[config.mk]
export PLATFORM = sky130hd
export DESIGN_NAME = rsm_out_stage
export DESIGN_NICKNAME = d
export VERILOG_FILES = /design/src/hw/rtl/rsm_pkg.sv /design/src/hw/rtl/rsm_out_stage.sv
export SDC_FILE = /design/constraint.sdc
export NUM_CORES = 1
export LEC_CHECK = 0
export ABC_AREA = 1
export BUFFER_PORTS_ARGS = -buffer_cell sky130_fd_sc_hd__buf_2
export CAP_MARGIN = 5
export CORE_MARGIN = 2
export CORE_UTILIZATION = 25
export CTS_BUF_LIST = sky130_fd_sc_hd__clkbuf_4 sky130_fd_sc_hd__clkbuf_8
export DETAILED_ROUTE_END_ITERATION = 12
export MAX_ROUTING_LAYER = met4
export PLACE_DENSITY_LB_ADDON = 0.15
export SLEW_MARGIN = 20
export SYNTH_ARGS = -nofsm -noshare
export SYNTH_HDL_FRONTEND = slang
export SYNTH_SLANG_ARGS = --single-unit
[constraint.sdc]
create_clock -name clk -period 6.9 [get_ports clk]
set_input_delay 0.69 -clock clk [delete_from_list [all_inputs] [get_ports clk]]
set_output_delay 0.69 -clock clk [all_outputs]
set_load 0.05 [all_outputs]
[src/hw/rtl/rsm_pkg.sv]
package rsm_pkg;

    localparam int NODES      = 1024;
    localparam int NODE_W     = $clog2(NODES);
    localparam int STUB_W     = 10;
    localparam int TOTAL_W    = 20;
    localparam int REJ_W      = 9;
    localparam int PREFIX_W   = STUB_W + NODE_W;
    localparam int RAND_W     = 16;
    localparam int STATUS_W   = 2;

    localparam logic [TOTAL_W-1:0] TOTAL_MAX  = {TOTAL_W{1'b1}};
    localparam logic [STUB_W-1:0]  STUB_MAX   = {STUB_W{1'b1}};
    localparam logic [REJ_W-1:0]   REJ_MAX    = {REJ_W{1'b1}};
    localparam logic [TOTAL_W-1:0] STOP_TOTAL = TOTAL_W'(3);

    localparam logic CMD_LOAD  = 1'b0;
    localparam logic CMD_MATCH = 1'b1;

    localparam logic REG_BT_EN  = 1'b0;
    localparam logic REG_MAX_BT = 1'b1;

    localparam logic [STATUS_W-1:0] ST_EDGE   = 2'd0;
    localparam logic [STATUS_W-1:0] ST_REJECT = 2'd1;
    localparam logic [STATUS_W-1:0] ST_FINISH = 2'd2;
    localparam logic [STATUS_W-1:0] ST_LOAD   = 2'd3;

    typedef struct packed {
        logic [TOTAL_W-1:0]  stubs_left;
        logic [9:0]          end_b;
        logic [9:0]          end_a;
        logic [STATUS_W-1:0] status;
    } result_t;

    // which parts of a stub take actually happened
    typedef struct packed {
        logic tot;
        logic mat;
        logic rem;
    } take_t;

endpackage

[src/hw/rtl/rsm_out_stage.sv]
module rsm_out_stage (
    input  logic            clk,
    input  logic            rst_n,
    input  logic            push_valid,
    input  rsm_pkg::result_t push_data,
    output logic            push_ready,
    output logic            m_axis_tvalid,
    input  logic            m_axis_tready,
    output logic [39:0]     m_axis_tdata,   // end_a, end_b, stubs_left
    output logic [1:0]      m_axis_tuser    // status
);

    logic             full_reg;
    rsm_pkg::result_t data_reg;

    assign push_ready    = !full_reg || m_axis_tready;
    assign m_axis_tvalid = full_reg;
    assign m_axis_tdata  = {data_reg.stubs_left, data_reg.end_b, data_reg.end_a};
    assign m_axis_tuser  = data_reg.status;

    always_ff @(posedge clk or negedge rst_n)
    begin
        if (!rst_n)
        begin
            full_reg <= 1'b0;
        end
        else if (push_ready)
        begin
            full_reg <= push_valid;
        end
    end

    always_ff @(posedge clk)
    begin
        if (push_ready && push_valid)
        begin
            data_reg <= push_data;
        end
    end

endmodule

Word level (Yosys, flattened, before mapping) --
Cells that the tools add are included.
Storage, ports and cells: output and inout port bits 44, word-level logic and storage cells 8, flip-flop bits (word level) 43
Cells by class: reduce and logical (&&, ||, !) cells 3
Operator list (number):
- logical AND 1 bit | 1
- logical NOT 1 bit | 1
- logical OR 1 bit | 1

Logic depth before layout (Yosys ltp) --
Gate-level depths: netlist of run 1.
depth in word-level cells 3, gate-level depth with buffers 3

Worst setup path before layout of run 1 --
Ideal clock, no wire load.
path type input-to-reg, from input port push_valid, to register data_reg (netlist bit m_axis_tdata[0]) (enable), cell stages on the path 2, setup time 0.455 ns, setup slack 3.657 ns, data required time 6.445 ns, path buffers 0, data arrival time 2.788 ns, cells stage by stage inv_1 > a21oi_1
Between the ends: longest elaborated chain between the ends 1
Ends and longest elaborated chain:
- from (decl) | line rsm_out_stage.sv:4 | input logic push_valid,
- logical AND 1 bit | line rsm_out_stage.sv:35 | if (push_ready && push_valid)
- to (signal assigned) | line rsm_out_stage.sv:37 | data_reg <= push_data;
- to (decl) | line rsm_out_stage.sv:14 | rsm_pkg::result_t data_reg;
Every way passes these cells. A chain may end at the register's enable or synchronous reset.

Final worst setup path of run 1 --
from input port m_axis_tready, to output port push_ready
Between the ends: longest elaborated chain between the ends 1
Ends and longest elaborated chain:
- from (decl) | line rsm_out_stage.sv:8 | input logic m_axis_tready,
- logical OR 1 bit | line rsm_out_stage.sv:16 | assign push_ready = !full_reg || m_axis_tready;
- to (decl) | line rsm_out_stage.sv:6 | output logic push_ready,
Every way passes these cells.

==> metrics.md, run 1 <==
| Metric | Value |
|---|---|
| Critical Path, Cell by Cell | buf_2, inv_1, nand2_1, buf_2 |
| Worst Path Arrival | approximately 1.2 ns |
| Pins Over Slew Limit | 0 |
| GRT Total Usage | 9.461% |
| Max-cap violations | 0 |
| Critical Path End Type | primary output |
| Worst Setup Start Kind | primary input |
| Syn-to-layout area delta | 50.48% |
| Critical path's largest stage delay | 0.21 ns |
| Clk_lat worst skew | just under 0.3 ns |
| CTS Root Cell | clkbuf_8 |
| Vias | 806 |
| Fmax | approximately 540 MHz |
| Sw Share | approximately 26% |
| Routed Wire Length | 2.585 mm |
| Final Hold Vio Count | 0 |
| CTS Sinks | 43 |
| Die width | between 70 and 80 µm |
| Antenna Nets Post-Route | 0 |
| GPL Wtd Cong | ~0.65 |
| Most used cell, CP | buf_2 |
| Period utilisation layout | ~27% |
| Pre-antenna DRT Iters | 4 |
| VDD IR-drop max | roughly 0.14 mV |
| Top post-synthesis cells by area | edfxtp_1 97%, dfrtp_1 1.9%, inv_1 0.57% |
| Final Core Density | between 30% and 40% |
| Crit path capture | push_ready |
| Rows | 26 |
| R2r startpoint | m_axis_tvalid$_DFFE_PN0P_ |
| Core Region | roughly 0.0051 mm² |
| Logic gate share of total power | between 10% and 20% |
| Port-buffer cells | 89 |
| Number of global-route vias before repair | 818 |
| RSZ-0062 raised after global routing | false |
| Post-Synthesis Cells | between 40 and 50 |
| Unique masters post-synth | 5 |
| Crit path buf inv count | 3 |
| Crit. Startpoint | m_axis_tready |
| Share of cells above drive strength 1 | approximately 67% |
| Slew margin rel. | 55.59% |
| Sw Pwr | around 0.15 mW |
| R2r setup slk | about 5.2 ns |
| Fill cell count | 509 |
| Cell depth of the worst setup path | 4 |
| Starting Density | about a quarter |
| HP Class | primary input to async pin |
| TritonCTS clock tree | built |
| Clock Skew | 0.003737 ns |
| DIE AREA | slightly below 0.006 mm² |
| Total CTS buffers | 5 |
| I/O Pins | 90 |
| Starting DRT DRC Count | 17 |
| Resized Gates After CTS | 0 |
| Pleak | ~0.84 nW |
| Post-synthesis cell type with the largest combined area | edfxtp_1 |
| Final setup viols | 0 |
| #FFs+latches synth | 43 |
| CTS hold repair buffers | 0 |
| Tmin final | 1.855 ns |
| Reg power frac | 53.2% |
| Final #Nets | 191 |
| Ant. Diodes | 0 |
| Critical path class | primary input to primary output |
| Worst r2r dst | m_axis_tdata[36]$_DFFE_PP_ |
| WL/cell | about 12 µm |
| CTS max path bufs | 2 |
| FF-to-FF path depth | 2 |
| Sequential Area | 0.001286 mm² |
| Synth warn | 0 |
| Setup Fix Bufs, Post-CTS | 0 |
| CP max stage cell | buf_2 |
| H-Tree Level Count | 2 |
| Initial antenna violation count | 0 |
| First-pass GRT wire length | 4.022 mm |
| Actual slew at the worst max-slew pin | 0.6647 ns |
| Syn_nets | 94 |
| Via/cell ratio | 3.731 |
| Total gr overflow | 0 |
| Die H | 76.29 µm |
| Fin Setup TNS | 0 ns |
| Multi-input logic area | between 20 and 25 µm² |
| Post-Syn Area | around 0.0013 mm² |
| Avg Inst Size Synth | between 20 and 30 µm² |
| Sequential fraction of the synthesis area | a little under 100% |
| Clk pwr share | 32.3% |
| Int Pwr | 0.4286 mW |
| CP max FO | 2 |
| Status | completed |
| DRC errors left | 0 |
| Pin count of the biggest net entering global routing | 23 |
| Req. time, crit path | roughly 6.2 ns |
| CTS clk-pin slew, worst paths | 0.08 ns |
| Synth top area share | 96.55% |
| Pwr Density | ~300 mW/mm² |
| Crit-path leading delay family | buffers and inverters |
## worst min-delay path by stage
stage | slack (ns) | to | from
after floorplan | 0.39 | m_axis_tvalid$_DFFE_PN0P_ | rst_n
after global placement | 0.46 | m_axis_tvalid$_DFFE_PN0P_ | rst_n
after detailed placement | 0.47 | m_axis_tvalid$_DFFE_PN0P_ | rst_n
after CTS | 0.15 | m_axis_tvalid$_DFFE_PN0P_ | rst_n
after global routing | 0.14 | m_axis_tvalid$_DFFE_PN0P_ | rst_n
final | 0.16 | m_axis_tvalid$_DFFE_PN0P_ | rst_n
## cells in the mapped netlist
cell type	instances
a21oi_1	1
edfxtp_1	42
inv_1	2
dfrtp_1	1
nand2_1	2
## kinds of logic (layout without fill, tap and decap cells)
logic type	Yosys count	in the layout	share of synthesized area, %
AOI/OAI and AO/OA	1	1	0.3828
buffers and inverters	2	100	0.5749
DFF	43	43	98.47
and+or+nand+nor	2	2	0.5749
## routing by layer
| metal | share of wire, % | GRT usage (%) |
|---|---|---|
| met1 | 42 | 10.69 |
| met2 | 46 | 14.16 |
| met3 | 10 | 4.976 |
| met4 | 1.2 | 3.818 |
| met5 | 0 | - |
## flip-flops by register name, indices dropped and copies added, names as in the netlist
name	flops
m_axis_tdata	40
m_axis_tuser	2
m_axis_tvalid	1
## layout by cell type, fill, tap and decap left out
master	n
clkbuf_8	5
edfxtp_1	42
buf_2	89
inv_1	2
nand2_1	2
clkinv_2	1
bufinv_16	1
a21oi_4	1
clkinv_1	1
dfrtp_1	1
buf_4	1
## stage by stage
step	total power, mW	worst slack [ns]	hold slack [ns]	std cells	cell area, µm²
after floorplan	0.3700	3.657	0.3944	48	1306
after global placement	0.3967	4.768	0.4650	208	1858
after detailed placement	0.3977	4.709	0.4653	208	1858
after CTS	0.5859	5.029	0.1466	216	1966
after global routing	0.6031	4.959	0.1371	216	1966
final	0.5767	5.045	0.1565	216	1966
## layout make-up
class	instances	share of cell area, %
Clock inverter	3	1.973
Timing Repair Buffer	90	23.04
Tap cell	70	4.456
Multi-Input combinational cell	3	1.209
Inverter	2	0.3819
Clock buffer	5	3.501
Sequential cell	43	65.44
## power by group through the flow
stage	sequential, mW	clock (mW)	combinational [mW]
2_1_floorplan	0.363	0	0.00676
3_3_place_gp	0.313	0	0.0838
3_5_place_dp	0.313	0	0.0846
4_1_cts	0.307	0.194	0.0846
5_1_grt	0.308	0.207	0.0873
6_report	0.307	0.186	0.0834
(Power assumes the default switching activity.)
==> run 2, diff against run 1 <==
- clock period: 6.9 -> 1.75 ns (I/O delays scaled with it)
==> run 2 against run 1 <==
Net effect: clock skew up 0.0014 ns; cell count increased by 0.93%; sequential power rose to 3.9 times the previous value; critical path type is now flop to flop.
==> metrics.md, run 2 (same netlist as run 1, synthesis figures left out) <==
| Metric | Value |
|---|---|
| Initial antenna violation count | 0 (unchanged) |
| CTS clk-pin slew, worst paths | 0.08 ns (about the same) |
| Logic gate share of total power | 14.2% (-0.3 points) |
| Setup Fix Bufs, Post-CTS | 0 (unchanged) |
| CP max FO | 28 (+26) |
| WL/cell | 11.69 µm (-2.3%) |
| Pwr Density | 1166 mW/mm² (+300%) |
| Max-cap violations | 0 (unchanged) |
| First-pass GRT wire length | 4.140 mm (+2.9%) |
| GPL Wtd Cong | 0.6542 (+1.4%) |
| Setup slack at placement | 0.4982 ns (-4.211 ns) |
| Critical path class | flop to flop |
| RSZ-0062 raised after global routing | false |
| Crit path buf inv count | 1 (-2) |
| Non-Filler Instances | 218 (+0.93%) |
| Critical Path End Type | flop |
| Slew margin rel. | 77.28% (+22 points) |
| Placed cells | 209 (+0.48%) |
| Reg power frac | 52.0% (-1.2 points) |
| Critical Path, Cell by Cell | a21oi_4, buf_4 |
| Period utilisation layout | a little under three quarters |
| Setup ws final | 0.5062 ns (-4.539 ns) |
| Port-buffer cells | 89 (unchanged) |
| CTS Root Cell | clkbuf_8 |
| Sequential Area | 0.001287 mm² (about the same) |
| DRC errors left | 0 (unchanged) |
| Int Pwr | 1.745 mW (+310%) |
| Tmin final | 1.244 ns |
| Pin count of the biggest net entering global routing | 29 (+26%) |
| Critical path's largest stage delay | 0.44 ns (+0.23 ns) |
| CTS Sinks | 43 (unchanged) |
| Multi-input logic area | 23.77 µm² (unchanged) |
| Flip-flop count of the largest register after layout | 40 (unchanged) |
| CTS hold repair buffers | 1 (+1) |
| Clk_lat worst skew | 0.28 ns (about the same) |
| Most frequent cells in the layout | 89 x buf_2, 42 x edfxtp_1, 6 x clkbuf_8 |
| R2r setup slk | 0.51 ns (-4.65 ns) |
| VDD IR-drop max | 0.4393 mV (+220%) |
| DIE AREA | 0.005819 mm² (unchanged) |
| CTS max path bufs | 2 (unchanged) |
| Final Core Density | 39.37% (+0.64 points) |
| Clk pwr share | 33.8% (+1.5 points) |
| Pleak | 0.8543 nW (+1.7%) |
| Crit-path leading delay family | flip-flops |
| Pre-antenna DRT Iters | 3 (-1) |
| Worst Setup Start Kind | flop |
| Starting DRT DRC Count | 15 (-2) |
| Die H | 76.29 µm (unchanged) |
| Via/cell ratio | 3.679 (-1.4%) |
| Share of cells above drive strength 1 | 68.24% (+1.1 points) |
| Number of global-route vias before repair | 865 (+5.7%) |
| CP max stage cell | dfrtp_2 |
| Core Region | 0.005075 mm² (unchanged) |
| Sw Share | 25.10% (-0.59 points) |
| Fin Setup TNS | 0 ns (unchanged) |
| Final #Nets | 193 (+1.0%) |
| Die width | 76.29 µm (unchanged) |
| Req. time, crit path | 1.71 ns (-4.50 ns) |
| Total CTS buffers | 5 (unchanged) |
| Actual slew at the worst max-slew pin | 0.3408 ns (-0.3239 ns) |
| Worst Path Arrival | 1.20 ns (+0.03 ns) |
| Antenna Nets Post-Route | 0 (unchanged) |
| Starting Density | 25.74% (unchanged) |
| Clock Skew | 0.005101 ns (+0.001363 ns) |
| I/O Pins | 90 (unchanged) |
| GRT Total Usage | 9.550% (+0.089 points) |
| Total gr overflow | 0 (unchanged) |
| Final setup viols | 0 (unchanged) |
| Fmax | between 800 and 900 MHz |
| Status | completed |
| H-Tree Level Count | 2 (unchanged) |
| Final Hold Vio Count | 0 (unchanged) |
| Fill cell count | 491 (-3.5%) |
| Sw Pwr | 0.5846 mW (+290%) |
| TritonCTS clock tree | built |
| Pins Over Slew Limit | 0 (unchanged) |
| HP Class | primary input to flop |
| Ant. Diodes | 0 (unchanged) |
| Syn-to-layout area delta | 52.97% |
| Rows | 26 (unchanged) |
| Resized Gates After CTS | 0 (unchanged) |
| Most common cell after layout, fill and taps aside | buf_2 |
| Vias | 802 (-0.50%) |
| Routed Wire Length | 2.549 mm (-1.4%) |
-- run 2: cell count changes in the layout (fill, tap and decap cells not counted), sizes merged --
cell         delta
dlygate4sd3     +1
buf             +1
clkinv          -2
inv             +1
clkbuf          +1
-- run 2: path summary, 6_finish.rpt --
check | from | to | depth (start not counted)
max reg2reg | m_axis_tvalid$_DFFE_PN0P_ | m_axis_tdata[1]$_DFFE_PP_ | 2
max in group asynchronous | rst_n | m_axis_tvalid$_DFFE_PN0P_ | 2
min in group asynchronous | rst_n | m_axis_tvalid$_DFFE_PN0P_ | 2
min reg2reg | m_axis_tvalid$_DFFE_PN0P_ | m_axis_tvalid$_DFFE_PN0P_ | 2
min | push_data[26] | m_axis_tdata[24]$_DFFE_PP_ | 1
max | m_axis_tvalid$_DFFE_PN0P_ | m_axis_tdata[1]$_DFFE_PP_ | 2
-- run 2: power by group through the flow --
| stage | registers [mW] | clock network [mW] | logic, mW |
|---|---|---|---|
| floorplan | 1.43 | 0 | 0.0293 |
| global placement | 1.23 | 0 | 0.331 |
| detailed placement | 1.23 | 0 | 0.335 |
| CTS | 1.21 | 0.825 | 0.337 |
| global route | 1.22 | 0.858 | 0.348 |
| finish | 1.21 | 0.787 | 0.332 |
-- run 2: layout make-up --
type                       instances  share of cell area, %
inverter                           2                 0.3757
multi-input combinational          3                  1.190
clock inverter                     2                  1.941
sequential                        43                  64.43
tap                               70                  4.383
clock buffer                       6                  4.133
timing repair buffer              92                  23.54
-- run 2: per-layer routing --
layer	up-vias	global-route usage [%]	wire (µm)
li1	383	-	-
met1	358	9.789	945
met2	56	16.19	1309
met3	5	4.384	241
met4	0	3.273	53
met5	-	-	0
-- run 2: stage by stage --
step	hold WS [ns]	total power, mW	cell area [µm²]
finish	0.05721	2.329	1998
global placement	-0.05023	1.565	1867
floorplan	-0.1206	1.459	1319
detailed placement	-0.04753	1.570	1867
global route	0.03950	2.424	1998
CTS	0.04192	2.374	1998
==> run 3, diff against run 2 <==
- ABC_AREA: 1 -> 0
- clock period: 1.75 -> 1.2 ns (I/O delays scaled with it)
==> run 3 against run 2 <==
Net effect: utilization is 4.7 points higher; sequential share of layout area is 7.3 points lower; clock power is 5.2% higher; clock skew hardly changed; largest power group unchanged; highest routed layer unchanged.
==> metrics.md, run 3 <==
| Metric | Value |
|---|---|
| Main combinational cell family by area after synthesis | simple AND/OR/NAND/NOR gates |
| Worst Path Arrival | 1.05 ns (-0.15 ns) |
| Area fraction in compound gates after synthesis | 0% (-0.38 points) |
| Critical path class | flop to primary output |
| Total CTS buffers | 5 (unchanged) |
| CTS clk-pin slew, worst paths | 0.08 ns (about the same) |
| Syn_nets | 92 (-2.1%) |
| Int Pwr | 2.323 mW (+33%) |
| HP Start | push_data[15] |
| Syn-to-layout area delta | 71.27% |
| Pins Over Slew Limit | 0 (unchanged) |
| Synth warn | 0 (unchanged) |
| Unique masters post-synth | 5 (unchanged) |
| Final Power | 3.165 mW (+36%) |
| Post-synth EDFFs | 42 (unchanged) |
| Flip-flop count of the largest register after layout | 40 (unchanged) |
| Worst r2r dst | m_axis_tdata[13]$_DFFE_PP_ |
| Initial antenna violation count | 0 (unchanged) |
| DIE AREA | 0.005856 mm² (+0.63%) |
| CTS Root Cell | clkbuf_8 |
| Pleak | 0.9572 nW (+12%) |
| Die H | 76.53 µm (+0.31%) |
| Clock Skew | 0.005318 ns (+0.0002169 ns) |
| Actual slew at the worst max-slew pin | 0.2664 ns (-0.07440 ns) |
| Port-buffer cells | 89 (unchanged) |
| M3 GR Usage | 4.384% (unchanged) |
| RSZ-0062 raised after global routing | false |
| Number of global-route vias before repair | 929 (+7.4%) |
| Reg power frac | 55.7% (+3.7 points) |
| GPL Wtd Cong | 0.6833 (+4.4%) |
| R2r startpoint | m_axis_tvalid$_DFFE_PN0P_ |
| Synth Area in Simple Gates | 2.188% (+1.6 points) |
| Starting Density | 25.75% (about the same) |
| Synth Area in XOR/XNOR | 0% (unchanged) |
| DRC errors left | 0 (unchanged) |
| Period utilisation layout | between 90% and 100% |
| Worst Setup Start Kind | flop |
| VDD IR-drop max | 0.5956 mV (+36%) |
| Pin count of the biggest net entering global routing | 18 (-38%) |
| First-pass GRT wire length | 4.229 mm (+2.1%) |
| Tmin final | roughly 1.2 ns |
| Starting DRT DRC Count | 25 (+10) |
| Final #Nets | 219 (+13%) |
| Setup Fix Bufs, Post-CTS | 0 (unchanged) |
| Routing usage on met1 | 10.36% (+0.57 points) |
| Critical Path, Cell by Cell | nand2b_4, buf_2 |
| Ant. Diodes | 0 (unchanged) |
| CP max stage cell | dfrtp_2 |
| GRT Total Usage | 9.720% (+0.17 points) |
| Non-Filler Instances | 243 (+11%) |
| Max-cap violations | 0 (unchanged) |
| Most numerous cell in the Yosys netlist | edfxtp_1 |
| Post-Synthesis Cells | 46 (-4.2%) |
| Final Core Density | 44.10% (+4.7 points) |
| Sw Share | 26.60% (+1.5 points) |
| CTS Sinks | 43 (unchanged) |
| CP max FO | 3 (-89%) |
| Fill cell count | 474 (-3.5%) |
| Most frequent cells in the layout | 89 x buf_2, 42 x edfxtp_1, 27 x dlygate4sd3_1, 5 x clkbuf_8 |
| Slew margin rel. | 82.36% (+5.1 points) |
| Adder-cell area share of the yosys netlist | 0% (unchanged) |
| Sequential fraction of the synthesis area | 97.81% (-0.66 points) |
| Final setup viols | 0 (unchanged) |
| Clk pwr share | 26.2% (-7.6 points) |
| Routed Wire Length | 2.771 mm (+8.7%) |
| GRT met2 Usage | 16.46% (+0.27 points) |
| FF-to-FF path depth | 3 (+1) |
| Grt peak-use layer | met2 |
| HP Class | primary input to flop |
| Worst Hold End | m_axis_tdata[13]$_DFFE_PP_ |
| Logic gate share of total power | 18.1% (+3.9 points) |
| Rows | 26 (unchanged) |
| Hpwl dp | about 2.1 mm |
| Prevailing post-synth register cell | edfxtp_1 |
| Commonest cells post-synth | 42 x edfxtp_1, 1 x and2_4, 1 x dfrtp_1, 1 x nand2b_1, 1 x nand2b_4 |
| Pwr Density | 1405 mW/mm² (+21%) |
| Antenna Nets Post-Route | 0 (unchanged) |
| Via/cell ratio | 3.728 (+1.3%) |
| Critical path's largest stage delay | 0.43 ns (about the same) |
| Clk_lat worst skew | 0.28 ns (about the same) |
| Placed cells | 209 (unchanged) |
| #FFs+latches synth | 43 (unchanged) |
| Req. time, crit path | 1.08 ns (-0.63 ns) |
| Post-synth ARST share | 2.326% (unchanged) |
| H-Tree Level Count | 2 (unchanged) |
| I/O Pins | 90 (unchanged) |
| Mux contribution to synthesized area | 0% (unchanged) |
| Post-synthesis cell type with the largest combined area | edfxtp_1 |
| R2r setup slk | 0.06 ns (-0.45 ns) |
| TritonCTS clock tree | built |
| Avg Inst Size Synth | 28.59 µm² (+5.0%) |
| Post-Syn Area | 0.001315 mm² (+0.67%) |
| CTS max path bufs | 2 (unchanged) |
| Most common cell after layout, fill and taps aside | buf_2 |
| Final Hold Vio Count | 0 (unchanged) |
| Synth top area share | 95.91% (-0.64 points) |
| Core Region | 0.005107 mm² (+0.64%) |
| Fmax | around 860 MHz |
| Die width | 76.53 µm (+0.31%) |
| Total gr overflow | 0 (unchanged) |
| WL/cell | 11.40 µm (-2.5%) |
| Pre-antenna DRT Iters | 4 (+1) |
| Status | completed |
| Critical Path End Type | primary output |
| Worst hold path stage count | 1 (unchanged) |
| Top post-synthesis cells by area | edfxtp_1 96%, dfrtp_1 1.9%, nand2b_4 1.0% |
| Vias | 906 (+13%) |
| Sw Pwr | 0.8419 mW (+44%) |
| Share of cells above drive strength 1 | 58.96% (-9.3 points) |
==> run 3: changes by cell type after synthesis, sizes merged <==
| cell | change |
|---|---|
| inv | -2 |
| nand2 | -2 |
| nand2b | +2 |
| and2 | +1 |
| a21oi | -1 |
==> run 3: cells by family after synthesis <==
logic type / Yosys count
flops: 43
simple gates: 3
==> run 3: final cells by class <==
| class | count | area (µm²) | area share (%) |
|---|---|---|---|
| clock buffers | 5 | 68.82 | 3.056 |
| clock inverters | 2 | 8.758 | 0.3889 |
| multi-input cells | 3 | 28.78 | 1.278 |
| flip-flops and latches | 43 | 1287 | 57.17 |
| well taps | 70 | 87.58 | 3.889 |
| repair buffers | 120 | 770.7 | 34.22 |
==> run 3: power by group through the flow <==
| stage | Sequential, mW | Combinational (mW) | Clock, mW |
|---|---|---|---|
| floorplan | 2.08 | 0.0434 | 0 |
| CTS | 1.77 | 0.565 | 0.858 |
| detailed placement | 1.80 | 0.511 | 0 |
| global placement | 1.80 | 0.506 | 0 |
| finish | 1.76 | 0.573 | 0.828 |
| global route | 1.77 | 0.599 | 0.924 |
==> run 3: worst max-delay path, delay by kind of cell (launching register included) <==
kind / cells / cell delay [ns]
DFF: 1 / 0.43
and+or+nand+nor: 1 / 0.08
buffers and inverters: 1 / 0.25
==> run 3: worst max-delay path by stage <==
stage / slack [ns] / end / start
after floorplan: -0.32 / m_axis_tdata[0]$_DFFE_PP_ / m_axis_tvalid$_DFFE_PN0P_
after global placement: 0.09 / m_axis_tdata[13]$_DFFE_PP_ / m_axis_tvalid$_DFFE_PN0P_
after detailed placement: 0.06 / m_axis_tdata[13]$_DFFE_PP_ / m_axis_tvalid$_DFFE_PN0P_
after CTS: 0.03 / push_ready / m_axis_tvalid$_DFFE_PN0P_
after global routing: 0.0003 / push_ready / m_axis_tvalid$_DFFE_PN0P_
final: 0.03 / push_ready / m_axis_tvalid$_DFFE_PN0P_
==> run 3: repair_timing <==
action,4_1_cts,5_1_grt
setup endpoints to repair,0,0
hold buffers,21,6
gates resized for setup,0,0
hold endpoints to repair,21,6
==> run 3: through the flow <==
step                      TNS (ns)  worst slack [ns]  hold WS, ns  area, µm²
final                            0           0.03222      0.01053       2252
after global routing             0         0.0003093    0.0003531       2252
after CTS                        0           0.02580    0.0001198       2192
after detailed placement         0           0.06397     -0.09987       1904
after global placement           0           0.08664      -0.1041       1904
after floorplan             -13.41           -0.3193      -0.1756       1316
==> run 3: metal layers <==
| metal | share of wire (%) | up-vias |
|---|---|---|
| met2 | 50 | 63 |
| met1 | 40 | 407 |
| li1 | - | 432 |
| met5 | 0 | - |
| met4 | 0.83 | 0 |
| met3 | 9.1 | 4 |
